--- config.mk ---
export PLATFORM = sky130hd
export DESIGN_NAME = sequence_reorder_buffer
export DESIGN_NICKNAME = d
export VERILOG_FILES = /design/src/srb_pkg.sv /design/src/sequence_reorder_buffer.sv /design/src/srb_ctrl.sv /design/src/srb_datapath.sv
export SDC_FILE = /design/constraint.sdc
export NUM_CORES = 2
export LEC_CHECK = 0
export CORE_MARGIN = 4
export CORE_UTILIZATION = 30
export DETAILED_ROUTE_END_ITERATION = 8
export DONT_BUFFER_PORTS = 1
export HOLD_SLACK_MARGIN = 0.05
export PLACE_DENSITY = 0.46
export SLEW_MARGIN = 5
export SYNTH_ARGS = -nofsm -noshare
export SYNTH_HDL_FRONTEND = slang
export SYNTH_HIERARCHICAL = 1
export SYNTH_SLANG_ARGS = --single-unit
--- constraint.sdc ---
create_clock -name clk -period 11.9 [get_ports clk]
set_clock_uncertainty 0.05 [all_clocks]
set_input_delay 1.785 -clock clk [delete_from_list [all_inputs] [get_ports clk]]
set_output_delay 1.785 -clock clk [all_outputs]
set_load 0.03 [all_outputs]
--- src/srb_pkg.sv ---
`default_nettype none
// ----------------------------------------------------------------------------
// srb_pkg: shared definitions for the sequence reorder buffer
// Cache geometry, action codes, controller-to-datapath operations,
// register indexes and the delivery classification function.
// ----------------------------------------------------------------------------
package srb_pkg;

    localparam int CACHE_DEPTH = 32;
    localparam int TAG_BITS    = 8;
    localparam int SLOT_IDX_W  = $clog2(CACHE_DEPTH);
    localparam int OCC_W       = $clog2(CACHE_DEPTH + 1);
    localparam int SEQ_W       = 16;
    localparam int FLAG_W      = 5;
    localparam int ACT_W       = 4;
    localparam int TRK_W       = 2;
    localparam int GU_W        = 6;
    localparam int CFG_IDX_W   = 2;
    localparam int CFG_DATA_W  = 6;
    localparam int WRAP_CUTOFF = 1024;

    // flag bit positions
    localparam int F_ACK  = 0;
    localparam int F_FRAG = 1;
    localparam int F_CHI  = 2;
    localparam int F_CLO  = 3;
    localparam int F_OPC  = 4;

    // actions
    localparam logic [ACT_W-1:0] ACT_PAYLOAD  = 4'd0;
    localparam logic [ACT_W-1:0] ACT_FRAGMENT = 4'd1;
    localparam logic [ACT_W-1:0] ACT_PING     = 4'd2;
    localparam logic [ACT_W-1:0] ACT_CLOSING  = 4'd3;
    localparam logic [ACT_W-1:0] ACT_CACHED   = 4'd4;
    localparam logic [ACT_W-1:0] ACT_STALE    = 4'd5;
    localparam logic [ACT_W-1:0] ACT_OVERFLOW = 4'd6;
    localparam logic [ACT_W-1:0] ACT_LOCK     = 4'd7;
    localparam logic [ACT_W-1:0] ACT_REPLACED = 4'd8;
    localparam logic [ACT_W-1:0] ACT_NO_OPC   = 4'd9;

    // tracking levels
    localparam logic [TRK_W-1:0] TRK_OFF     = 2'd0;
    localparam logic [TRK_W-1:0] TRK_ON      = 2'd1;
    localparam logic [TRK_W-1:0] TRK_LATCHED = 2'd2;

    // register indexes
    localparam logic [CFG_IDX_W-1:0] CFG_GIVE_UP  = 2'd0;
    localparam logic [CFG_IDX_W-1:0] CFG_ZONE     = 2'd1;
    localparam logic [CFG_IDX_W-1:0] CFG_TRACKING = 2'd2;

    // datapath operations
    localparam logic [3:0] OP_NONE      = 4'd0;
    localparam logic [3:0] OP_LOAD      = 4'd1;
    localparam logic [3:0] OP_PRE       = 4'd2;
    localparam logic [3:0] OP_MAIN      = 4'd3;
    localparam logic [3:0] OP_SCAN_INIT = 4'd4;
    localparam logic [3:0] OP_SCAN      = 4'd5;
    localparam logic [3:0] OP_DSTEP     = 4'd6;
    localparam logic [3:0] OP_FIN       = 4'd7;

    typedef struct packed {
        logic [3:0] op;
    } srb_cmd_t;

    typedef struct packed {
        logic has_seq;
        logic main_close;
        logic occ_zero;
        logic give_up;
        logic scan_last;
        logic drain_hit;
        logic drain_close;
        logic put_ok;
        logic out_free;
    } srb_status_t;

    // action of a delivered sequenced packet
    function automatic logic [ACT_W-1:0] classify(input logic [FLAG_W-1:0] f,
                                                  input logic z2c);
        logic [ACT_W-1:0] a;
        if (!f[F_ACK] && !f[F_FRAG] && !f[F_CHI])
            a = ACT_PING;
        else if (f[F_CHI] && f[F_CLO] && z2c)
            a = ACT_CLOSING;
        else if (f[F_FRAG])
            a = ACT_FRAGMENT;
        else if (f[F_OPC])
            a = ACT_PAYLOAD;
        else
            a = ACT_NO_OPC;
        return a;
    endfunction

endpackage
`default_nettype wire

--- src/sequence_reorder_buffer.sv ---
`default_nettype none
// ----------------------------------------------------------------------------
// sequence_reorder_buffer: in-order delivery of sequenced packet descriptors
// Packets enter on the pkt channel (valid/stall) and results leave on the
// res channel (valid/stall); each packet gives one or more result beats,
// the final one marked by last. Registers must be written on the cfg channel
// (valid/ready, always ready) only while the block is idle; the block itself
// does not enforce this. An unsequenced packet goes straight to the final
// flush; a sequenced one skips the drain when it closes at once or the
// cache is empty, and otherwise drains one step per cached entry delivered.
// A give-up skip adds a scan of the cache, one slot per cycle. The last
// beat enters the output register in the final flush.
// The next packet is taken once the last beat is in the output register;
// a beat waiting there does not block it. When the receiver stalls, the
// block holds after staging one more beat until the output beat is taken.
// After reset the cache is empty, expected is 0, give_up_count is 32 and
// tracking is off; the cache is tracked by per-slot valid bits.
// ----------------------------------------------------------------------------
module sequence_reorder_buffer (
    input  wire                               clk,
    input  wire                               rst_n,
    input  wire                               cfg_valid,
    output logic                              cfg_ready,
    input  wire  [srb_pkg::CFG_IDX_W-1:0]     cfg_index,
    input  wire  [srb_pkg::CFG_DATA_W-1:0]    cfg_data,
    input  wire                               pkt_valid,
    output logic                              pkt_stall,
    input  wire  [srb_pkg::TAG_BITS-1:0]      packet_tag,
    input  wire                               has_seq,
    input  wire  [srb_pkg::SEQ_W-1:0]         seq_num,
    input  wire                               seq_start,
    input  wire                               closing_hi,
    input  wire                               closing_lo,
    input  wire                               has_ack_seq,
    input  wire                               is_fragment,
    input  wire                               has_opcode,
    input  wire                               data_valid,
    output logic                              res_valid,
    input  wire                               res_stall,
    output logic [srb_pkg::ACT_W-1:0]         action,
    output logic [srb_pkg::TAG_BITS-1:0]      out_tag,
    output logic [srb_pkg::SEQ_W-1:0]         out_seq,
    output logic [srb_pkg::SEQ_W-1:0]         expected_seq,
    output logic [srb_pkg::TRK_W-1:0]         tracking_level,
    output logic                              last
);

    srb_pkg::srb_cmd_t    cmd;
    srb_pkg::srb_status_t sts;

    assign cfg_ready = 1'b1;

    // sequence the packet
    srb_ctrl u_ctrl (
        .clk       (clk),
        .rst_n     (rst_n),
        .pkt_valid (pkt_valid),
        .pkt_stall (pkt_stall),
        .sts       (sts),
        .cmd       (cmd)
    );

    // cache, state and result staging
    srb_datapath u_datapath (
        .clk            (clk),
        .rst_n          (rst_n),
        .cmd            (cmd),
        .sts            (sts),
        .cfg_valid      (cfg_valid),
        .cfg_index      (cfg_index),
        .cfg_data       (cfg_data),
        .packet_tag     (packet_tag),
        .has_seq        (has_seq),
        .seq_num        (seq_num),
        .seq_start      (seq_start),
        .closing_hi     (closing_hi),
        .closing_lo     (closing_lo),
        .has_ack_seq    (has_ack_seq),
        .is_fragment    (is_fragment),
        .has_opcode     (has_opcode),
        .data_valid     (data_valid),
        .res_valid      (res_valid),
        .res_stall      (res_stall),
        .action         (action),
        .out_tag        (out_tag),
        .out_seq        (out_seq),
        .expected_seq   (expected_seq),
        .tracking_level (tracking_level),
        .last           (last)
    );

endmodule
`default_nettype wire

--- src/srb_ctrl.sv ---
`default_nettype none
// ----------------------------------------------------------------------------
// srb_ctrl: sequencing controller
// Steps one packet through latch, pre-step, main decision, drain and flush.
// ----------------------------------------------------------------------------
module srb_ctrl (
    input  wire                  clk,
    input  wire                  rst_n,
    input  wire                  pkt_valid,
    output logic                 pkt_stall,
    input  srb_pkg::srb_status_t sts,
    output srb_pkg::srb_cmd_t    cmd
);

    localparam logic [2:0] S_IDLE  = 3'd0;
    localparam logic [2:0] S_PRE   = 3'd1;
    localparam logic [2:0] S_MAIN  = 3'd2;
    localparam logic [2:0] S_D0    = 3'd3;
    localparam logic [2:0] S_SCAN  = 3'd4;
    localparam logic [2:0] S_DSTEP = 3'd5;
    localparam logic [2:0] S_FIN   = 3'd6;

    logic [2:0] state_reg;
    logic [2:0] state_next;

    assign pkt_stall = (state_reg != S_IDLE);

    // choose next state and datapath operation
    always_comb
    begin
        state_next = state_reg;
        cmd.op     = srb_pkg::OP_NONE;
        case (state_reg)
            S_IDLE:
            begin
                if (pkt_valid)
                begin
                    cmd.op     = srb_pkg::OP_LOAD;
                    state_next = S_PRE;
                end
            end
            S_PRE:
            begin
                if (sts.put_ok)
                begin
                    cmd.op     = srb_pkg::OP_PRE;
                    state_next = sts.has_seq ? S_MAIN : S_FIN;
                end
            end
            S_MAIN:
            begin
                if (sts.put_ok)
                begin
                    cmd.op     = srb_pkg::OP_MAIN;
                    state_next = sts.main_close ? S_FIN : S_D0;
                end
            end
            S_D0:
            begin
                if (sts.occ_zero)
                    state_next = S_FIN;
                else if (sts.give_up)
                begin
                    cmd.op     = srb_pkg::OP_SCAN_INIT;
                    state_next = S_SCAN;
                end
                else
                    state_next = S_DSTEP;
            end
            S_SCAN:
            begin
                cmd.op = srb_pkg::OP_SCAN;
                if (sts.scan_last)
                    state_next = S_DSTEP;
            end
            S_DSTEP:
            begin
                if (!sts.drain_hit)
                    state_next = S_FIN;
                else if (sts.put_ok)
                begin
                    cmd.op = srb_pkg::OP_DSTEP;
                    if (sts.drain_close)
                        state_next = S_FIN;
                end
            end
            S_FIN:
            begin
                if (sts.out_free)
                begin
                    cmd.op     = srb_pkg::OP_FIN;
                    state_next = S_IDLE;
                end
            end
            default:
                state_next = S_IDLE;
        endcase
    end

    always_ff @(posedge clk or negedge rst_n)
    begin
        if (!rst_n)
            state_reg <= S_IDLE;
        else
            state_reg <= state_next;
    end

endmodule
`default_nettype wire

--- src/srb_datapath.sv ---
`default_nettype none
// ----------------------------------------------------------------------------
// srb_datapath: cache, sequence state and result staging
// Holds the slot cache with parallel lookup, the expected counter, the
// registers, a pending result and the output register.
// ----------------------------------------------------------------------------
module srb_datapath (
    input  wire                               clk,
    input  wire                               rst_n,
    input  srb_pkg::srb_cmd_t                 cmd,
    output srb_pkg::srb_status_t              sts,
    input  wire                               cfg_valid,
    input  wire  [srb_pkg::CFG_IDX_W-1:0]     cfg_index,
    input  wire  [srb_pkg::CFG_DATA_W-1:0]    cfg_data,
    input  wire  [srb_pkg::TAG_BITS-1:0]      packet_tag,
    input  wire                               has_seq,
    input  wire  [srb_pkg::SEQ_W-1:0]         seq_num,
    input  wire                               seq_start,
    input  wire                               closing_hi,
    input  wire                               closing_lo,
    input  wire                               has_ack_seq,
    input  wire                               is_fragment,
    input  wire                               has_opcode,
    input  wire                               data_valid,
    output logic                              res_valid,
    input  wire                               res_stall,
    output logic [srb_pkg::ACT_W-1:0]         action,
    output logic [srb_pkg::TAG_BITS-1:0]      out_tag,
    output logic [srb_pkg::SEQ_W-1:0]         out_seq,
    output logic [srb_pkg::SEQ_W-1:0]         expected_seq,
    output logic [srb_pkg::TRK_W-1:0]         tracking_level,
    output logic                              last
);

    localparam int D  = srb_pkg::CACHE_DEPTH;
    localparam int IW = srb_pkg::SLOT_IDX_W;
    localparam int SW = srb_pkg::SEQ_W;
    localparam int TW = srb_pkg::TAG_BITS;
    localparam int FW = srb_pkg::FLAG_W;
    localparam int AW = srb_pkg::ACT_W;
    localparam int KW = srb_pkg::TRK_W;
    localparam int OW = srb_pkg::OCC_W;

    // latched packet
    logic [TW-1:0] tag_reg;
    logic          has_seq_reg;
    logic [SW-1:0] seq_reg;
    logic          start_reg;
    logic [FW-1:0] flags_reg;
    logic          dv_reg;

    // sequence state and registers
    logic [SW-1:0]           expected_reg, expected_next;
    logic                    known_reg, known_next;
    logic [KW-1:0]           track_reg, track_next;
    logic [srb_pkg::GU_W-1:0] gu_reg, gu_next;
    logic                    z2c_reg, z2c_next;
    logic [OW-1:0]           occ_reg, occ_next;
    logic [SW:0]             best_reg, best_next;
    logic [IW-1:0]           scan_idx_reg, scan_idx_next;

    // cache
    logic [D-1:0]  slot_valid_reg;
    logic [SW-1:0] slot_seq_reg   [D];
    logic [TW-1:0] slot_tag_reg   [D];
    logic [FW-1:0] slot_flags_reg [D];

    // pending result
    logic          pend_valid_reg;
    logic [AW-1:0] pend_act_reg;
    logic [TW-1:0] pend_tag_reg;
    logic [SW-1:0] pend_seq_reg;
    logic [SW-1:0] pend_exp_reg;
    logic [KW-1:0] pend_trk_reg;

    // output register
    logic          out_valid_reg;
    logic [AW-1:0] out_act_reg;
    logic [TW-1:0] out_tag_reg;
    logic [SW-1:0] out_seq_reg;
    logic [SW-1:0] out_exp_reg;
    logic [KW-1:0] out_trk_reg;
    logic          out_last_reg;

    // lookup results
    logic          hit_in, hit_exp, free_any;
    logic [IW-1:0] idx_in, idx_exp, free_idx;

    // put and slot write controls
    logic          put_en;
    logic [AW-1:0] put_act;
    logic [TW-1:0] put_tag;
    logic [SW-1:0] put_seq;
    logic [SW-1:0] put_exp;
    logic [KW-1:0] put_trk;
    logic          slot_upd, slot_new, slot_clr;
    logic [IW-1:0] wr_idx;

    logic          out_free;
    logic          push;
    logic [AW-1:0] main_act, drain_act;
    logic          ahead;
    logic [SW:0]   s17, e17;
    logic [SW-1:0] scan_d;
    logic [SW:0]   scan_cand;
    logic [KW-1:0] close_trk;

    // search the cache in parallel: lowest index wins
    always_comb
    begin
        hit_in   = 1'b0;
        hit_exp  = 1'b0;
        free_any = 1'b0;
        idx_in   = '0;
        idx_exp  = '0;
        free_idx = '0;
        for (int i = D - 1; i >= 0; i--)
        begin
            if (slot_valid_reg[i] && slot_seq_reg[i] == seq_reg)
            begin
                hit_in = 1'b1;
                idx_in = IW'(i);
            end
            if (slot_valid_reg[i] && slot_seq_reg[i] == expected_reg)
            begin
                hit_exp = 1'b1;
                idx_exp = IW'(i);
            end
            if (!slot_valid_reg[i])
            begin
                free_any = 1'b1;
                free_idx = IW'(i);
            end
        end
    end

    assign out_free  = !out_valid_reg || !res_stall;
    assign main_act  = srb_pkg::classify(flags_reg, z2c_reg);
    assign drain_act = srb_pkg::classify(slot_flags_reg[idx_exp], z2c_reg);
    assign close_trk = (track_reg != srb_pkg::TRK_OFF) ? srb_pkg::TRK_ON : srb_pkg::TRK_OFF;

    // window test: ahead within the cutoff, or behind far enough to be a wrap
    assign s17   = {1'b0, seq_reg};
    assign e17   = {1'b0, expected_reg};
    assign ahead = (s17 > e17 && s17 < e17 + (SW+1)'(srb_pkg::WRAP_CUTOFF)) ||
                   (e17 >= (SW+1)'(srb_pkg::WRAP_CUTOFF) &&
                    s17 < e17 - (SW+1)'(srb_pkg::WRAP_CUTOFF));

    // nearest cached distance, one slot per cycle
    assign scan_d    = slot_seq_reg[scan_idx_reg] - expected_reg;
    assign scan_cand = (slot_valid_reg[scan_idx_reg] && {1'b0, scan_d} < best_reg) ?
                       {1'b0, scan_d} : best_reg;

    // status to the controller
    always_comb
    begin
        sts.has_seq     = has_seq_reg;
        sts.main_close  = (expected_reg == seq_reg) && (main_act == srb_pkg::ACT_CLOSING);
        sts.occ_zero    = (occ_reg == '0);
        sts.give_up     = (int'(occ_reg) >= int'(gu_reg)) && !hit_exp;
        sts.scan_last   = (scan_idx_reg == IW'(D - 1));
        sts.drain_hit   = hit_exp;
        sts.drain_close = (drain_act == srb_pkg::ACT_CLOSING);
        sts.put_ok      = !pend_valid_reg || out_free;
        sts.out_free    = out_free;
    end

    // carry out the operation
    always_comb
    begin
        expected_next = expected_reg;
        known_next    = known_reg;
        track_next    = track_reg;
        gu_next       = gu_reg;
        z2c_next      = z2c_reg;
        occ_next      = occ_reg;
        best_next     = best_reg;
        scan_idx_next = scan_idx_reg;
        put_en        = 1'b0;
        put_act       = srb_pkg::ACT_PAYLOAD;
        put_tag       = tag_reg;
        put_seq       = seq_reg;
        put_exp       = expected_reg;
        put_trk       = track_reg;
        slot_upd      = 1'b0;
        slot_new      = 1'b0;
        slot_clr      = 1'b0;
        wr_idx        = idx_in;

        // register writes
        if (cfg_valid)
        begin
            case (cfg_index)
                srb_pkg::CFG_GIVE_UP:  gu_next = cfg_data;
                srb_pkg::CFG_ZONE:     z2c_next = cfg_data[0];
                srb_pkg::CFG_TRACKING: track_next = {1'b0, cfg_data[0]};
                default: ;
            endcase
        end

        case (cmd.op)
            srb_pkg::OP_PRE:
            begin
                if (!has_seq_reg)
                begin
                    put_en  = 1'b1;
                    put_act = flags_reg[srb_pkg::F_OPC] ? srb_pkg::ACT_PAYLOAD :
                                                          srb_pkg::ACT_NO_OPC;
                    put_seq = '0;
                end
                else if (start_reg && !flags_reg[srb_pkg::F_CLO] &&
                         track_reg != srb_pkg::TRK_LATCHED)
                begin
                    expected_next = seq_reg;
                    known_next    = 1'b1;
                    if (z2c_reg && track_reg != srb_pkg::TRK_OFF)
                    begin
                        track_next = srb_pkg::TRK_LATCHED;
                        put_en     = 1'b1;
                        put_act    = srb_pkg::ACT_LOCK;
                        put_exp    = seq_reg;
                        put_trk    = srb_pkg::TRK_LATCHED;
                    end
                end
                else if (!known_reg && track_reg == srb_pkg::TRK_OFF &&
                         !flags_reg[srb_pkg::F_CHI] && !flags_reg[srb_pkg::F_CLO] &&
                         z2c_reg)
                begin
                    expected_next = seq_reg;
                    known_next    = 1'b1;
                end
            end
            srb_pkg::OP_MAIN:
            begin
                put_en = 1'b1;
                if (expected_reg == seq_reg)
                begin
                    expected_next = seq_reg + SW'(1);
                    put_exp       = seq_reg + SW'(1);
                    put_act       = main_act;
                    if (main_act == srb_pkg::ACT_CLOSING)
                    begin
                        track_next = close_trk;
                        put_trk    = close_trk;
                    end
                end
                else if (!ahead)
                    put_act = srb_pkg::ACT_STALE;
                else if (hit_in)
                begin
                    if (dv_reg)
                    begin
                        slot_upd = 1'b1;
                        put_act  = srb_pkg::ACT_REPLACED;
                    end
                    else
                        put_act = srb_pkg::ACT_STALE;
                end
                else if (free_any)
                begin
                    slot_upd = 1'b1;
                    slot_new = 1'b1;
                    wr_idx   = free_idx;
                    occ_next = occ_reg + OW'(1);
                    put_act  = srb_pkg::ACT_CACHED;
                end
                else
                    put_act = srb_pkg::ACT_OVERFLOW;
            end
            srb_pkg::OP_SCAN_INIT:
            begin
                best_next     = {1'b1, {SW{1'b0}}};
                scan_idx_next = '0;
            end
            srb_pkg::OP_SCAN:
            begin
                if (scan_idx_reg == IW'(D - 1))
                    expected_next = expected_reg + scan_cand[SW-1:0];
                else
                begin
                    best_next     = scan_cand;
                    scan_idx_next = scan_idx_reg + IW'(1);
                end
            end
            srb_pkg::OP_DSTEP:
            begin
                put_en  = 1'b1;
                put_act = drain_act;
                put_tag = slot_tag_reg[idx_exp];
                put_seq = slot_seq_reg[idx_exp];
                if (drain_act == srb_pkg::ACT_CLOSING)
                begin
                    track_next = close_trk;
                    put_trk    = close_trk;
                end
                else
                begin
                    slot_clr      = 1'b1;
                    occ_next      = occ_reg - OW'(1);
                    expected_next = expected_reg + SW'(1);
                    put_exp       = expected_reg + SW'(1);
                end
            end
            default: ;
        endcase
    end

    // control state
    always_ff @(posedge clk or negedge rst_n)
    begin
        if (!rst_n)
        begin
            expected_reg   <= '0;
            known_reg      <= 1'b0;
            track_reg      <= srb_pkg::TRK_OFF;
            gu_reg         <= srb_pkg::GU_W'(32);
            z2c_reg        <= 1'b0;
            occ_reg        <= '0;
            slot_valid_reg <= '0;
            pend_valid_reg <= 1'b0;
            out_valid_reg  <= 1'b0;
        end
        else
        begin
            expected_reg <= expected_next;
            known_reg    <= known_next;
            track_reg    <= track_next;
            gu_reg       <= gu_next;
            z2c_reg      <= z2c_next;
            occ_reg      <= occ_next;
            if (slot_new)
                slot_valid_reg[wr_idx] <= 1'b1;
            if (slot_clr)
                slot_valid_reg[idx_exp] <= 1'b0;
            if (put_en)
                pend_valid_reg <= 1'b1;
            else if (cmd.op == srb_pkg::OP_FIN)
                pend_valid_reg <= 1'b0;
            if (push)
                out_valid_reg <= 1'b1;
            else if (!res_stall)
                out_valid_reg <= 1'b0;
        end
    end

    // move the pending result to the output on a new result or at the end
    assign push = (put_en && pend_valid_reg) || (cmd.op == srb_pkg::OP_FIN);

    // payload registers
    always_ff @(posedge clk)
    begin
        best_reg     <= best_next;
        scan_idx_reg <= scan_idx_next;
        if (cmd.op == srb_pkg::OP_LOAD)
        begin
            tag_reg     <= packet_tag;
            has_seq_reg <= has_seq;
            seq_reg     <= seq_num;
            start_reg   <= seq_start;
            flags_reg   <= {has_opcode, closing_lo, closing_hi, is_fragment, has_ack_seq};
            dv_reg      <= data_valid;
        end
        if (slot_upd)
        begin
            slot_tag_reg[wr_idx]   <= tag_reg;
            slot_flags_reg[wr_idx] <= flags_reg;
            if (slot_new)
                slot_seq_reg[wr_idx] <= seq_reg;
        end
        if (put_en)
        begin
            pend_act_reg <= put_act;
            pend_tag_reg <= put_tag;
            pend_seq_reg <= put_seq;
            pend_exp_reg <= put_exp;
            pend_trk_reg <= put_trk;
        end
        if (push)
        begin
            out_act_reg  <= pend_act_reg;
            out_tag_reg  <= pend_tag_reg;
            out_seq_reg  <= pend_seq_reg;
            out_exp_reg  <= pend_exp_reg;
            out_trk_reg  <= pend_trk_reg;
            out_last_reg <= (cmd.op == srb_pkg::OP_FIN);
        end
    end

    assign res_valid      = out_valid_reg;
    assign action         = out_act_reg;
    assign out_tag        = out_tag_reg;
    assign out_seq        = out_seq_reg;
    assign expected_seq   = out_exp_reg;
    assign tracking_level = out_trk_reg;
    assign last           = out_last_reg;

endmodule
`default_nettype wire

After elaboration in Yosys (flattened, before gate mapping). Memory sizes are Yosys's and may differ from the RTL's. A register that Yosys moved wholly into a read port is not among the register bits. Cells that the tools add are included.

Register bits: 216. Bits in latches: 0. RAM bits: 928. Bits in read-only memories: 0. Input bits: 45. Memories: 3.

Memories: u_datapath.slot_seq_reg (depth 32, bits a word 16, read ports 34, clocked after Yosys merged registers in 1, write ports 1, RTL line srb_datapath.sv:64) `logic [SW-1:0] slot_seq_reg [D];`; u_datapath.slot_tag_reg (depth 32, bits a word 8, read ports 1, clocked after Yosys merged registers in 0, write ports 1, RTL line srb_datapath.sv:65) `logic [TW-1:0] slot_tag_reg [D];`; u_datapath.slot_flags_reg (depth 32, bits a word 5, read ports 1, clocked after Yosys merged registers in 0, write ports 1, RTL line srb_datapath.sv:66) `logic [FW-1:0] slot_flags_reg [D];`.

Add/sub/neg operators: 9. $mul: 0. Divide/modulo/power cells: 0. $lt $le $gt $ge: 11. Equality and inequality tests: 102. Shift-type cells: 0. Muxes and demuxes: 314. Bitwise logic cells: 3. Reduce and logical (&&, ||, !) cells: 123.

Operators by type and width (count): $eq 16x16->1 (65); $mux 5 (103); $mux 16 (10); $mux 1 (128); $logic_and 1x1->1 (87); $mux 32 (2); $mux 4 (16); $pmux 16 s4 (1); $lt 16x17->1 (3); $pmux 16 s3 (1); $mux 3 (15); $mux 17 (2); $mux 2 (17); $pmux 17 s2 (1); $add 16x1->16 const B (2); $and 32x32->32 (1); $not 32->32 (1); $or 32x32->32 (1); $pmux 16 s2 (1); $mux 6 (5); $pmux 4 s7 (1); $pmux 3 s7 (1); $ne 2x2->1 const B (10); $lt 5x6->1 const B (3); other kinds (45) (85).

Longest topological paths before layout. An unclocked memory read counts as a cell.

Word-level depth: 50. Gate-level depth with buffers: 50. Depth with buffers taken out: 45.

Modules after synthesis. Netlist, hierarchy kept.

Modules (own cells, without submodules): srb_datapath (instances 1, cells each 6413, area an instance 70465.1 um^2, sequential area each 34033.9 um^2); srb_ctrl (instances 1, cells each 45, area an instance 380.4 um^2, sequential area each 75.1 um^2); sequence_reorder_buffer (instances 1, cells each 2, area an instance 11.3 um^2, sequential area each 0.0 um^2).

Worst setup path before layout. No wires, ideal clock.

Path kind: reg-to-reg. Start point: register with a tool-made name. End point: register u_datapath.expected_reg[12]. Library setup time: 0.120 ns. Arrival: 9.783 ns. Required time: 11.730 ns. Path slack: 1.947 ns. Cell stages (with the launch flop): 47. Clock period less this slack: 9.953 ns. Cells stage by stage: dfxtp_1 -> buf_1 -> clkbuf_1 -> buf_1 -> mux4_2 -> mux4_2 -> mux2_2 -> ha_1 -> nor2b_1 -> o21ai_0 -> a21boi_0 -> o21ai_0 -> a21boi_0 -> o21ai_0 -> a21boi_0 -> o21ai_0 -> a21oi_1 -> a21o_1 -> [... 11 more ...] -> ha_1 -> inv_1 -> fa_1 -> nor2b_1 -> o21ai_0 -> a21boi_0 -> o21ai_0 -> a21boi_0 -> o21ai_0 -> nand2_1 -> a21o_1 -> a21o_1 -> a21o_1 -> a21o_1 -> xor2_1 -> a2111oi_0 -> a21oi_1 -> o211a_1.

RTL lines: end signal, assigned (RTL line srb_datapath.sv:325) `expected_reg <= expected_next;`; end, declared (RTL line srb_datapath.sv:53) `logic [SW-1:0] expected_reg, expected_next;`.

==> flow_metrics.env <==
export IMPL_run_status="completed"
export IMPL_layout_min_cycle_time_ns=10.95
export IMPL_grt_pass1_wl_um=504300
export IMPL_period_share_pct=91.99
export IMPL_placed_cell_area_um2=75990
export IMPL_root_buffer="clkbuf_16"
export IMPL_tns_ns=0
export IMPL_ys_seq_area_share_pct=48.14
export IMPL_antenna_found_initial=47
export IMPL_synth_async_reset_ratio_pct=6.005
export IMPL_hold_violations=0
export IMPL_slowest_stage="dfxtp_4"
export IMPL_grt_usage_pct=30.06
export IMPL_post_cts_buffers=0
export IMPL_setup_viol_count_final=0
export IMPL_drv_cap=0
export IMPL_swShare_pct=42.26
export IMPL_syn_to_final_growth_pct=14.12
export IMPL_chipWidth_um=494.0
export IMPL_ys_flop_type="edfxtp_1"
export IMPL_power_frac_seq_pct=32.6
export IMPL_grt_max_degree=90
export IMPL_hold_path_class="flop to flop"
export IMPL_initialDrtViolationCount=9541
export IMPL_max_stage_delay_ns=0.81
export IMPL_synth_edff_count=1075
export IMPL_place_hpwl_um=278200
export IMPL_cts_made_buffers=142
export IMPL_clk_latency_ns=0.86
export IMPL_rsz0062_at_grt="no"
export IMPL_p_int_uw=9817
export IMPL_vias_per_cell=6.147
export IMPL_fin_nets=6658
export IMPL_powerDensity_nw_per_um2=210.3
export IMPL_clock_sinks=1149
export IMPL_fmax_mhz=91.35
export IMPL_clkTransAtPathRegs_ns=0.06
export IMPL_start_kind="flop"
export IMPL_synth_seq_cells=1149
export IMPL_max_vdd_ir_drop_uv=140.8
export IMPL_drc=0
export IMPL_crit_arrival_ns=11.63
export IMPL_initial_utilization_pct=30.13
export IMPL_drive_above_1_share_pct=14.22
export IMPL_ant_nets=0
export IMPL_io_buffer_count=0
export IMPL_p_sw_uw=7185
export IMPL_synth_top_cells_by_area="edfxtp_1, xor2_1, xnor2_1, mux4_2, nand2_1"
export IMPL_post_route_cell_area_um2=80860
export IMPL_yosys_area_top_type="edfxtp_1"
export IMPL_clock_path_buffers=3
export IMPL_syn_cell_area_um2=70860
export IMPL_syn_nets=6598
export IMPL_tightest_slew_ns=1.422
export IMPL_slew_headroom_pct=5.023
export IMPL_die_area_um2=244000
export IMPL_p_comb_share_pct=40.6
export IMPL_cp_end_kind="flop"
export IMPL_crit_fanout=30
export IMPL_rows=178
export IMPL_crit_path_frequent_cell="o21ai_0"
export IMPL_fp_dieH_um=494.0
export IMPL_netlist_instances=6460
export IMPL_drv_slew=0
export IMPL_hold_buffers=0
export IMPL_power_leakage_uw=0.02680
export IMPL_grt_overflow=0
export IMPL_io_pins=95
export IMPL_core_um2=235200
export IMPL_critical_path_class="flop to flop"
export IMPL_ys_warnings_count=6
export IMPL_pwr_share_clk_pct=26.7
export IMPL_hold_ws_ns=0.3537
export IMPL_largest_register_ffs=512
export IMPL_avgSynthCellArea_um2=10.97
export IMPL_finalWirelength_um=379200
export IMPL_avgRoutedWirePerCell_um=38.70
export IMPL_cp_required_ns=12.59
export IMPL_synth_top_area_share_pct=45.56
export IMPL_synth_distinct_cells=106
export IMPL_cts_resized=0
export IMPL_grt_pass1_vias=55380
export IMPL_place_gp_congestion=1.034
export IMPL_cts_tree="done"
export IMPL_num_vias=60233
export IMPL_htree_levels=4
export IMPL_dr_pass1_iters=6
synth_stat cells, types with 14 or more instances:
cell / instances
xnor2_1: 516
nor4bb_1: 16
a211oi_1: 37
edfxtp_1: 1075
ha_1: 90
or2_2: 19
or4b_2: 16
nor2b_1: 29
mux4_2: 170
o22ai_1: 29
and2_1: 34
or3_1: 53
nand2b_1: 88
clkbuf_1: 218
buf_2: 77
dfrtp_1: 68
o21a_1: 19
inv_1: 94
nor3b_1: 14
a2bb2oi_1: 15
nor2_1: 279
and3_1: 50
mux2i_1: 96
nand3_1: 319
nor3_1: 124
a31oi_1: 30
o21ai_0: 259
or4_1: 74
nand4b_1: 49
nor4_1: 216
xor2_1: 558
a21boi_0: 19
a21o_1: 27
buf_1: 74
nand2_1: 752
o211ai_1: 26
nand3b_1: 15
nor4b_1: 27
mux2_2: 102
a21oi_1: 244
o31ai_1: 17
nand4_1: 155
worst paths after layout:
check                           cells past startpoint                                 start  slack (ns)                                      end
worst max-delay path                               39                                  flop        0.95  u_datapath/expected_reg[12]$_DFFE_PN0P_
worst min-delay path                                0  u_datapath/pend_exp_reg[6]$_DFFE_PP_        0.35     u_datapath/expected_seq[6]$_DFFE_PP_
worst max register to register                     39                                  flop        0.95  u_datapath/expected_reg[12]$_DFFE_PN0P_
worst min register to register                      0  u_datapath/pend_exp_reg[6]$_DFFE_PP_        0.35     u_datapath/expected_seq[6]$_DFFE_PP_
max in group asynchronous                           0                                 rst_n       10.86  u_datapath/slot_valid_reg[19]$_DFF_PN0_
min in group asynchronous                           0                                 rst_n        0.61    u_datapath/pend_valid_reg$_DFFE_PN0P_
stage by stage:
stage | total power (uW) | setup WS, ns | util [%] | instances
4_1_cts | 16910 | 1.201 | 34.36 | 9781
6_report | 17000 | 0.9528 | 34.38 | 9798
3_3_place_gp | 12370 | 1.127 | 32.31 | 9526
5_1_grt | 17560 | 0.2052 | 34.36 | 9782
2_1_floorplan | 9593 | 1.947 | - | 6460
3_5_place_dp | 12310 | 1.262 | 32.31 | 9526
power by group through the flow:
stage / Sequential, uW / Combinational (uW) / Clock, uW
after floorplan: 5380 / 4210 / 0
after global placement: 5620 / 6750 / 0
after detailed placement: 5620 / 6690 / 0
after CTS: 5540 / 6730 / 4640
after global routing: 5560 / 7210 / 4790
final: 5550 / 6910 / 4540
routing by layer:
metal / share of wire, % / up-vias / track usage [%]
met4: 5.5 / 14 / 14.01
met3: 11 / 824 / 7.769
met1: 42 / 30828 / 42.15
met5: 0.025 / - / 0
met2: 41 / 4263 / 43.12
li1: - / 24304 / -
logic make-up after synthesis:
group / Yosys count / share of synthesized area, %
simple gates: 2387 / 17.55
flops: 1149 / 48.14
xor+xnor: 1077 / 13.34
compound gates: 892 / 7.960
buf+inv: 489 / 2.880
mux: 371 / 8.439
fa+ha+maj: 93 / 1.674
other cells: 2 / 0.01060
cell type report:
cell class / count / area [um2]
diodes: 17 / 42.54
clock buffers: 167 / 3709
clock inverters: 88 / 1122
fillers: 23542 / 154300
inverters: 99 / 371.6
multi-input cells: 4822 / 35100
flip-flops and latches: 1149 / 34140
well taps: 3150 / 3941
repair buffers: 306 / 2435
placed cells by master, fill, tap and decap left out, drive strengths merged, types with 100 or more instances in the layout:
| master | Yosys | layout |
|---|---|---|
| o21ai | 269 | 269 |
| mux2 | 105 | 105 |
| mux4 | 170 | 170 |
| nand2 | 754 | 754 |
| nor3 | 124 | 124 |
| nor2 | 279 | 279 |
| a21oi | 244 | 244 |
| buf | 172 | 306 |
| edfxtp | 1075 | 1075 |
| xor2 | 558 | 558 |
| nand3 | 319 | 319 |
| nand4 | 155 | 155 |
| xnor2 | 519 | 519 |
| nor4 | 216 | 216 |
| inv | 95 | 100 |
| clkbuf | 218 | 167 |
worst max-delay path: cells and delay by family (launching register included):
family	cells	cell delay [ns]
DFF	1	0.81
xor gates and xnor gates	1	0.15
and+or+nand+nor	5	1.07
AOI/OAI and AO/OA	24	5.67
buffers and inverters	2	0.42
adders and majority gates	4	1.04
muxes	3	1.50
Power figures use the tool's default switching activity.
